[src/design/cbyp_pkg.sv]
// shared types, constants and the cordic arctangent table for the camera basis unit
`default_nettype none
package cbyp_pkg;

  localparam int IN_W         = 17;
  localparam int OUT_W        = 16;
  localparam int CW           = 32;
  localparam int ZW           = 26;
  localparam int IFB          = 28;
  localparam int CORDIC_STEPS = 23;
  localparam int LEN_W        = 32;
  localparam int SQ_W         = 64;
  localparam int ROOT_STEPS   = 32;

  typedef logic signed [CW-1:0] comp_t;
  typedef logic signed [ZW-1:0] ang_t;
  typedef logic [2:0][CW-1:0] vec_t;
  typedef logic [2:0][OUT_W-1:0] ovec_t;

  localparam comp_t CORDIC_K = 32'sd163008219;
  localparam ang_t DEG90  = 26'sd5898240;
  localparam ang_t DEG180 = 26'sd11796480;
  localparam ang_t DEG360 = 26'sd23592960;
  localparam logic [CW-1:0] DEGEN_LIMIT = 32'd8192;

  // arctangent of 2^-i in degrees, 16 fraction bits
  function automatic ang_t atan_deg16(input int i);
    ang_t a;
    case (i)
      0:  a = 26'sd2949120;
      1:  a = 26'sd1740967;
      2:  a = 26'sd919879;
      3:  a = 26'sd466945;
      4:  a = 26'sd234379;
      5:  a = 26'sd117304;
      6:  a = 26'sd58666;
      7:  a = 26'sd29335;
      8:  a = 26'sd14668;
      9:  a = 26'sd7334;
      10: a = 26'sd3667;
      11: a = 26'sd1833;
      12: a = 26'sd917;
      13: a = 26'sd458;
      14: a = 26'sd229;
      15: a = 26'sd115;
      16: a = 26'sd57;
      17: a = 26'sd29;
      18: a = 26'sd14;
      19: a = 26'sd7;
      20: a = 26'sd4;
      21: a = 26'sd2;
      22: a = 26'sd1;
      default: a = '0;
    endcase
    return a;
  endfunction

endpackage
`default_nettype wire

[src/design/cbyp_angle.sv]
// three stage angle reduction: modulo 360 degrees, fold into -90..+90 with half-turn flag
`default_nettype none
module cbyp_angle import cbyp_pkg::*; #(
  parameter int AFB = 7
) (
  input  logic                   clk,
  input  logic                   en,
  input  logic signed [IN_W-1:0] ang,
  output ang_t                   r,
  output logic                   neg
);

  localparam int MOD  = 360 << AFB;
  localparam int BIAS = (((1 << (IN_W - 1)) + MOD - 1) / MOD) * MOD;
  localparam int VW   = $clog2((1 << IN_W) + MOD) + 1;
  localparam longint RECIP = (longint'(1) << 32) / longint'(MOD);
  localparam int RW   = $clog2(RECIP + 1);
  localparam int PW   = VW + RW;
  localparam int QW   = PW - 32;
  localparam int SH   = 16 - AFB;

  logic signed [VW-1:0] vs;
  logic [VW-1:0] vu;
  logic [VW-1:0] v1;
  logic [PW-1:0] p1;
  logic [QW-1:0] q;
  logic [VW-1:0] qm;
  logic [VW-1:0] rm;
  logic [VW-1:0] rc;
  logic [VW-1:0] rem2;
  ang_t d;
  ang_t w;
  ang_t f;
  logic fneg;

  // bias to a non-negative value that is a whole number of turns away
  assign vs = VW'(ang) + VW'(BIAS);
  assign vu = vs;

  always_ff @(posedge clk) begin
    if (en) begin
      v1 <= vu;
      p1 <= PW'(vu) * PW'(RECIP);
    end
  end

  // reciprocal quotient is low by at most one
  assign q  = p1[PW-1:32];
  assign qm = VW'(q * MOD);
  assign rm = v1 - qm;
  assign rc = (rm >= VW'(MOD)) ? rm - VW'(MOD) : rm;

  always_ff @(posedge clk) begin
    if (en) begin
      rem2 <= rc;
    end
  end

  always_comb begin
    d    = ang_t'(ZW'(rem2) << SH);
    w    = (d > DEG180) ? d - DEG360 : d;
    f    = w;
    fneg = 1'b0;
    if (w > DEG90) begin
      f    = w - DEG180;
      fneg = 1'b1;
    end else if (w < -DEG90) begin
      f    = w + DEG180;
      fneg = 1'b1;
    end
  end

  always_ff @(posedge clk) begin
    if (en) begin
      r   <= f;
      neg <= fneg;
    end
  end

endmodule
`default_nettype wire

[config.mk]
export PLATFORM = sky130hd
export DESIGN_NAME = cbyp_angle
export DESIGN_NICKNAME = d
export VERILOG_FILES = /design/src/design/cbyp_pkg.sv /design/src/design/cbyp_angle.sv
export SDC_FILE = /design/constraint.sdc
export NUM_CORES = 1
export LEC_CHECK = 0
export ABC_AREA = 1
export BUFFER_PORTS_ARGS = -buffer_cell sky130_fd_sc_hd__clkbuf_2
export CELL_PAD_IN_SITES_DETAIL_PLACEMENT = 0
export CELL_PAD_IN_SITES_GLOBAL_PLACEMENT = 2
export CORE_MARGIN = 1
export CORE_UTILIZATION = 40
export CTS_CLUSTER_SIZE = 20
export DETAILED_ROUTE_END_ITERATION = 12
export GPL_TIMING_DRIVEN = 0
export PLACE_DENSITY = 0.93
export SLEW_MARGIN = 30
export SYNTH_ARGS = -nofsm -noshare
export SYNTH_HDL_FRONTEND = slang
export SYNTH_SLANG_ARGS = --single-unit
export TNS_END_PERCENT = 20
[constraint.sdc]
create_clock -name clk -period 8 [get_ports clk]
set_clock_uncertainty 0.1 [all_clocks]
set_input_delay 1.6 -clock clk [delete_from_list [all_inputs] [get_ports clk]]
set_output_delay 1.6 -clock clk [all_outputs]
set_load 0.01 [all_outputs]
==> impl_results.md, run 1 <==
- Wire length of the first global-routing pass: 31,000 um
- Average routed wire per standard cell: 13.9 um
- Vias in the first global route: 6,333
- Final Max Tran Viols: 0
- Portion of synthesized cell area occupied by the leading cell type: 22.9%
- Die Height: 147 um
- Fraction of layout cells with a size suffix above 1: 9.54%
- Clock tree from TritonCTS: done
- Post-route antenna net violation count: 0
- Post-cts sizing count: 0
- Endpoint kind of the worst setup timing path: flip-flop
- Dominant register cell in the synthesized netlist: sky130_fd_sc_hd__edfxtp_1
- Path type of the worst setup path: in2reg
- Total routed wirelength: 17,800 um
- Startpoint type of the worst setup path: input pin
- Effective utilization at floorplan: 41.0%
- Number of antenna violations at the first check in global routing: 0
- Largest stage delay on the critical path: 0.55 ns
- Final routed DRC violation total: 0
- Post-synthesis instance total: 946
- Number of buffers inserted to repair setup after CTS: 0
- Source of the worst register-to-register timing path: p1[34]
- Die area: 21,500 um^2
- TritonCTS buffer count: 9
- Crit share post-route: 88.2%
- Kind of cell adding the most delay to the critical path: adder cells
- Number of buffers inserted by port buffering: 36
- Worst slack at placement: 0.555 ns
- CTS Sinks: 57
- Outcome: complete, no violations
- Crit path DAT: 7.01 ns
- Global router's overall resource usage: 18.2%
- Synth area leader: sky130_fd_sc_hd__ha_1
- Area added between synthesis and finish: 10.8%
- Sum of net half-perimeters after detailed placement: 15,600 um
- Total Negative Setup Slacks: 0 ns
- Count of flip-flops with a built-in enable after synthesis: 57
- Synthesis warning total: 0
- Top cell types by occurrence after synthesis: 231 x sky130_fd_sc_hd__inv_1, 153 x sky130_fd_sc_hd__ha_1, 153 x sky130_fd_sc_hd__nand2_1
- Worst Setup SP: ang[11]
- Tmin final: 7.05 ns
- Final hold viol count: 0
- CP max FO: 5
- Total number of vias: 5,950
- Number of fillers in the final layout: 2,018
- Type of the most critical hold path: reg2reg
- Final core utilization: 45.4%
- Io pins: 46
- Maximum clock frequency: 142 MHz
- Maximum number of pins on one net before global-route repair: 58
- Critical path's slowest cell: sky130_fd_sc_hd__a2111oi_0
- Net count reported at finish: 1,259
- Dominant cells by area after synthesis: sky130_fd_sc_hd__ha_1 23%, sky130_fd_sc_hd__fa_1 21%, sky130_fd_sc_hd__edfxtp_1 20%, sky130_fd_sc_hd__inv_1 10%, sky130_fd_sc_hd__nand2_1 6.9%
- Post-Synthesis Mean Instance Area: 8.83 um^2
- Number of violations of the max-capacitance limit: 0
- Maximum buffer depth of the clock tree: 2
- Setup violation total in the final timing report: 0
- RSZ-0062 raised after global routing: no
- DRT iter0 DRCs: 173
- Synthesis-stage register bit count: 57
- Actual transition at the worst max-transition pin: 0.810 ns
- Post-synth design cell area: 8350 um^2
- Async set or reset register ratio after synthesis: 0%
- Congestion Overflow GR: 0
- Sequential-to-total area share from yosys stat: 20.5%
- Final estimated routing congestion in global placement: 0.888
- Netlist cell types: 45
- Worst slew margin relative to its limit: 45.8%
- Required @ worst endpoint: 7.96 ns
- Number of iterations in the first detailed-routing pass: 4
- Cell chain of the critical path: clkbuf_2 > ha_1 > nor2_1 > nand2_1 > or2_2 > nand2_1 > inv_1 > ha_1 > inv_1 > fa_1 > inv_1 > fa_1 > inv_1 > fa_1 > inv_1 > ha_1 > ha_1 > ha_1 > a21oi_1 > o21ai_0 > a2111oi_0 > nand2_1 > nand2_1 > nand2_1
- Buffers & Inverters on Critical Path: 6
- Clock insertion delay at the later pin of the skew report: 0.33 ns
- # rows: 52
- Worst setup margin: 0.945 ns
- Clock transition at the registers of the reported paths: 0.05 ns
- Cell chosen for the clock root: sky130_fd_sc_hd__clkbuf_16
- Die width: 147 um
- Placeable core region: 20,400 um^2
- Leading cell type by number of instances after synthesis: sky130_fd_sc_hd__inv_1
- Beginning of the worst hold path: v1[5]
- Post-DR vias/cell: 4.66
- N_diodes: 0
- Hold-fix buffers, CTS: 0
- CTS H-tree lvls: 3
[layout make-up]
class / count / area, um^2 / share of cell area, %
sequential: 57 / 1710 / 18.5
buffer: 10 / 75.1 / 0.811
inverter: 241 / 910 / 9.83
clock inverter: 7 / 125 / 1.35
tap: 270 / 338 / 3.65
timing repair buffer: 36 / 183 / 1.97
clock buffer: 9 / 225 / 2.43
multi-input combinational: 646 / 5690 / 61.5
[state kept, by name (all words and copies together), names as in the netlist]
signal  count
r          17
v1         18
rem2       17
neg         1
p1          4
[worst register-to-register path, stage by stage (launching register included)]
cell and delay, ns:
sky130_fd_sc_hd__edfxtp_1 0.45, sky130_fd_sc_hd__ha_1 0.31, sky130_fd_sc_hd__inv_1 0.05, sky130_fd_sc_hd__fa_1 0.49, sky130_fd_sc_hd__inv_1 0.04, sky130_fd_sc_hd__ha_1 0.36
sky130_fd_sc_hd__nand2_1 0.09, sky130_fd_sc_hd__nor2_1 0.04, sky130_fd_sc_hd__a211oi_1 0.21, sky130_fd_sc_hd__xor2_1 0.20, sky130_fd_sc_hd__ha_1 0.30, sky130_fd_sc_hd__a21oi_1 0.15
sky130_fd_sc_hd__o21ai_0 0.09, sky130_fd_sc_hd__a21oi_1 0.15, sky130_fd_sc_hd__xor2_1 0.18, sky130_fd_sc_hd__nand3_1 0.14, sky130_fd_sc_hd__buf_4 0.20, sky130_fd_sc_hd__o21ai_1 0.07
sky130_fd_sc_hd__o21ai_1 0.07
[final timing paths]
check	to	cells past startpoint	slack [ns]
worst max-delay path	p1[33]	24	0.95
worst min-delay path	rem2[5]	0	0.35
worst max register to register	rem2[12]	18	4.05
worst min register to register	rem2[5]	0	0.35
[through the flow]
step | instance area [um^2] | cells | hold slack (ns)
after floorplan | 8380 | 954 | 0.327
after global placement | 8900 | 1260 | 0.330
after detailed placement | 8900 | 1260 | 0.336
after CTS | 9250 | 1276 | 0.349
after global routing | 9250 | 1276 | 0.363
final | 9250 | 1276 | 0.348
[routing by layer]
metal,GRT usage (%),vias to the layer above,routed length [um]
met4,4.43,0,248
li1,-,3091,-
met2,32.7,72,9050
met5,0,-,0
met3,1.69,18,374
met1,23.6,2769,8100
[layout by cell type, fill, tap and decap left out, drive strengths merged, types with 11 or more instances in the layout]
master  instances
inv           242
nand2         165
ha            153
fa             86
edfxtp         57
nor2           54
a21oi          45
clkbuf         45
nand3          34
o21ai          25
xor2           22
nand4          11
[kinds of logic after synthesis]
| logic type | count (synthesis) | synth area share (%) |
|---|---|---|
| AOI/OAI and AO/OA | 84 | 5.84 |
| DFF | 57 | 20.5 |
| buffers and inverters | 251 | 11.8 |
| other | 1 | 0.0449 |
| adders and majority gates | 239 | 43.5 |
| and+or+nand+nor | 286 | 15.3 |
| xor gates and xnor gates | 28 | 3.03 |
Power of run 1 is left out: the tool's default activity adds up to more than one toggle a clock period on the data nets, which glitch-free logic cannot reach.
==> inputs of run 2 (changes only) <==
Settings changed: ABC_AREA 1 to unset, CAP_MARGIN set to 20, CORE_UTILIZATION 40 to 42, PLACE_DENSITY 0.93 to 0.92.
==> run 2 against run 1 <==
  * The flow now finishes with violations (design-rule violations)
  * Area after synthesis is 6.8% lower
  * Setup slack lost 0.20 ns
  * Sequential share of layout area grew 1.3 points
  * Synthesized cell count decreased by 22%
  * Cell count is 20% lower
  * Routed wire length is 18% lower
  * Via count is 16% lower
  * Worst hold slack improved by 0.0055 ns
  * Cell area is 6.7% lower
  * Register-to-register slack worse by 0.30 ns
  * Core utilization increased by 2.3 points
  * Die area down 11%
  * Highest routed layer unchanged
==> impl_results.md, run 2 <==
- Multiplexer share of the synthesized area: 0.627% (was 0%)
- Total number of vias: 4,975 (was 5,950)
- Post-DR vias/cell: 4.86 (was 4.66)
- Hold-fix buffers, CTS: 0 (unchanged)
- Die area: 19,100 um^2 (was 21,500 um^2)
- Die Height: 138 um (was 147 um)
- Top flop regs: v1 x18, r x17, rem2 x17 (unchanged)
- Number of flip-flops in the largest register: 18 (unchanged)
- Synth area leader: sky130_fd_sc_hd__ha_1 (unchanged)
- Number of buffers inserted to repair setup after CTS: 0 (unchanged)
- Netlist cell types: 65 (was 45)
- Startpoint type of the worst setup path: input pin (unchanged)
- Synthesis warning total: 0 (unchanged)
- Setup violation total in the final timing report: 0 (unchanged)
- Number of fillers in the final layout: 1,689 (was 2,018)
- Dominant cells by area after synthesis: sky130_fd_sc_hd__ha_1 25%, sky130_fd_sc_hd__fa_1 22%, sky130_fd_sc_hd__edfxtp_1 22%, sky130_fd_sc_hd__inv_1 9.8%, sky130_fd_sc_hd__xnor2_1 2.8% (was sky130_fd_sc_hd__ha_1 23%, sky130_fd_sc_hd__fa_1 21%, sky130_fd_sc_hd__edfxtp_1 20%, sky130_fd_sc_hd__inv_1 10%, sky130_fd_sc_hd__nand2_1 6.9%)
- Post-route antenna net violation count: 0 (unchanged)
- Top cell types by occurrence after synthesis: 203 x sky130_fd_sc_hd__inv_1, 153 x sky130_fd_sc_hd__ha_1, 86 x sky130_fd_sc_hd__fa_1 (was 231 x sky130_fd_sc_hd__inv_1, 153 x sky130_fd_sc_hd__ha_1, 153 x sky130_fd_sc_hd__nand2_1)
- Area added between synthesis and finish: 11.0% (was 10.8%)
- Crit path DAT: 7.23 ns (was 7.01 ns)
- N_diodes: 0 (unchanged)
- Maximum buffer depth of the clock tree: 2 (unchanged)
- RSZ-0062 raised after global routing: no (unchanged)
- Adder and majority gate portion of the synthesized area: 46.7% (was 43.5%)
- Die width: 138 um (was 147 um)
- Net count reported at finish: 1,048 (was 1,259)
- Post-synth design cell area: 7780 um^2 (was 8350 um^2)
- Placeable core region: 18,100 um^2 (was 20,400 um^2)
- TritonCTS buffer count: 9 (unchanged)
- Maximum number of pins on one net before global-route repair: 58 (unchanged)
- Simple-gate area share of the yosys netlist: 6.29% (was 15.3%)
- Final hold viol count: 0 (unchanged)
- Register ranked first by flip-flop count: v1 (unchanged)
- Average routed wire per standard cell: 14.2 um (was 13.9 um)
- DRT iter0 DRCs: 268 (was 173)
- Combined flip-flop and latch cell area: 1710 um^2 (unchanged)
- Dominant register cell in the synthesized netlist: sky130_fd_sc_hd__edfxtp_1 (unchanged)
- Post-cts sizing count: 0 (unchanged)
- Count of flip-flops with a built-in enable after synthesis: 57 (unchanged)
- Area taken by multi-input logic gates: 5250 um^2 (was 5690 um^2)
- Final Max Tran Viols: 0 (unchanged)
- Outcome: finished with violations (was complete, no violations)
- Congestion Overflow GR: 0 (unchanged)
- Number of violations of the max-capacitance limit: 0 (unchanged)
- CTS Sinks: 57 (unchanged)
- # rows: 49 (was 52)
- Async set or reset register ratio after synthesis: 0% (unchanged)
- Endpoint kind of the worst setup timing path: flip-flop (unchanged)
- CTS H-tree lvls: 3 (unchanged)
- Effective utilization at floorplan: 43.0% (was 41.0%)
- CP max FO: 6 (was 5)
- Main combinational cell family by area after synthesis: adder cells (unchanged)
- Vias in the first global route: 5,056 (was 6,333)
- Sequential-to-total area share from yosys stat: 22.0% (was 20.5%)
- Most frequent cells in the layout: 203 x sky130_fd_sc_hd__inv_1, 153 x sky130_fd_sc_hd__ha_1, 86 x sky130_fd_sc_hd__fa_1 (was 231 x sky130_fd_sc_hd__inv_1, 153 x sky130_fd_sc_hd__nand2_1, 153 x sky130_fd_sc_hd__ha_1)
- Total routed wirelength: 14,500 um (was 17,800 um)
- Actual transition at the worst max-transition pin: 0.841 ns (was 0.810 ns)
- Clock tree from TritonCTS: done (unchanged)
- Number of buffers inserted by port buffering: 36 (unchanged)
- Worst slew margin relative to its limit: 43.5% (was 45.8%)
- Wire length of the first global-routing pass: 24,800 um (was 31,000 um)
- Clock insertion delay at the later pin of the skew report: 0.33 ns (about the same)
- Number of iterations in the first detailed-routing pass: 8 (was 4)
- Io pins: 46 (unchanged)
- Crit share post-route: 90.7% (was 88.2%)
- Tmin final: 7.26 ns (was 7.05 ns)
- Leading cell type in the layout, fill and taps excluded: sky130_fd_sc_hd__inv_1 (unchanged)
- Clock transition at the registers of the reported paths: 0.05 ns (about the same)
- Final estimated routing congestion in global placement: 0.779 (was 0.888)
- Number of antenna violations at the first check in global routing: 0 (unchanged)
- Post-synthesis instance total: 734 (was 946)
- Global router's overall resource usage: 16.5% (was 18.2%)
- Sum of net half-perimeters after detailed placement: 12,600 um (was 15,600 um)
- Portion of synthesized cell area occupied by the leading cell type: 24.6% (was 22.9%)
- Cell chosen for the clock root: sky130_fd_sc_hd__clkbuf_16 (unchanged)
- Synthesis-stage register bit count: 57 (unchanged)
- Required @ worst endpoint: 7.97 ns (was 7.96 ns)
- Leading cell type by number of instances after synthesis: sky130_fd_sc_hd__inv_1 (unchanged)
- Path type of the worst setup path: in2reg (unchanged)
- Fraction of layout cells with a size suffix above 1: 11.3% (was 9.54%)
- Post-Synthesis Mean Instance Area: 10.6 um^2 (was 8.83 um^2)
- Type of the most critical hold path: reg2reg (unchanged)
- Share of the synthesized area in compound gates (AO/OA/AOI/OAI): 8.92% (was 5.84%)
- Total Negative Setup Slacks: 0 ns (unchanged)
- Maximum clock frequency: 138 MHz (was 142 MHz)
- Violated checks: design-rule violations
- Synthesized-area fraction occupied by xor and xnor cells: 4.15% (was 3.03%)
- Final routed DRC violation total: 16 (was 0)
==> run 2: changes by cell type after synthesis, sizes merged, moves of 9 or more <==
cell,change
nand2,-150
nand4,-10
a21oi,-25
nand3,-22
a21o,+9
nor2,-36
inv,-37
xor2,-12
xnor2,+20
==> run 2: cell families (layout without fill, tap and decap cells) <==
logic type	count (synthesis)	count (layout)
adders and majority gates	239	239
buffers and inverters	217	270
AOI/OAI and AO/OA	96	96
and+or+nand+nor	84	84
DFF	57	57
xor gates and xnor gates	36	36
muxes	4	4
other	1	9
==> run 2: final timing paths <==
kind	slack (ns)	start	end	cells past startpoint
worst max-delay path	0.74	ang[11]	p1[35]	21
worst min-delay path	0.35	v1[1]	rem2[1]	0
worst max register to register	3.75	p1[34]	rem2[11]	14
worst min register to register	0.35	v1[1]	rem2[1]	0
==> run 2: final cells by class <==
cell class                 instances  area share [%]
inverter                         203            8.82
tap                              229            3.32
buffer                            14            1.32
clock buffer                       9            2.61
clock inverter                     7            1.19
sequential                        57            19.8
timing repair buffer              37            2.20
multi-input combinational        468            60.7
==> run 2: metal layers <==
| layer | GRT usage (%) | vias to the layer above | share of wire [%] |
|---|---|---|---|
| li1 | - | 2508 | - |
| met3 | 2.60 | 12 | 3.1 |
| met4 | 4.32 | 0 | 1.3 |
| met1 | 21.0 | 2384 | 45 |
| met5 | 0 | - | 0 |
| met2 | 29.1 | 71 | 50 |
==> run 2: worst max-delay path, cell delays in order <==
cell and delay, ns:
sky130_fd_sc_hd__clkbuf_2 0.11, sky130_fd_sc_hd__ha_1 0.21, sky130_fd_sc_hd__nor3_1 0.10, sky130_fd_sc_hd__xnor2_1 0.67
sky130_fd_sc_hd__inv_1 0.23, sky130_fd_sc_hd__fa_1 0.58, sky130_fd_sc_hd__inv_1 0.04, sky130_fd_sc_hd__fa_1 0.40
sky130_fd_sc_hd__fa_1 0.51, sky130_fd_sc_hd__inv_1 0.05, sky130_fd_sc_hd__fa_1 0.52, sky130_fd_sc_hd__inv_1 0.04
sky130_fd_sc_hd__ha_1 0.29, sky130_fd_sc_hd__a21oi_1 0.19, sky130_fd_sc_hd__nor2_1 0.06, sky130_fd_sc_hd__a211o_1 0.29
sky130_fd_sc_hd__a221oi_1 0.44, sky130_fd_sc_hd__o21ai_0 0.19, sky130_fd_sc_hd__or2_2 0.31, sky130_fd_sc_hd__o41ai_2 0.27
sky130_fd_sc_hd__xnor2_1 0.11
==> run 2: per-stage QoR <==
step	worst slack, ns	instance area (um^2)	hold slack, ns	util (%)	std cells
2_1_floorplan	1.15	7810	0.327	-	742
4_1_cts	0.653	8640	0.353	47.8	1024
3_3_place_gp	0.0730	8280	0.331	45.8	1007
3_5_place_dp	0.307	8310	0.337	45.9	1008
6_report	0.741	8640	0.353	47.8	1024
5_1_grt	0.310	8640	0.368	47.8	1024
Power of run 2 is left out for the same reason.
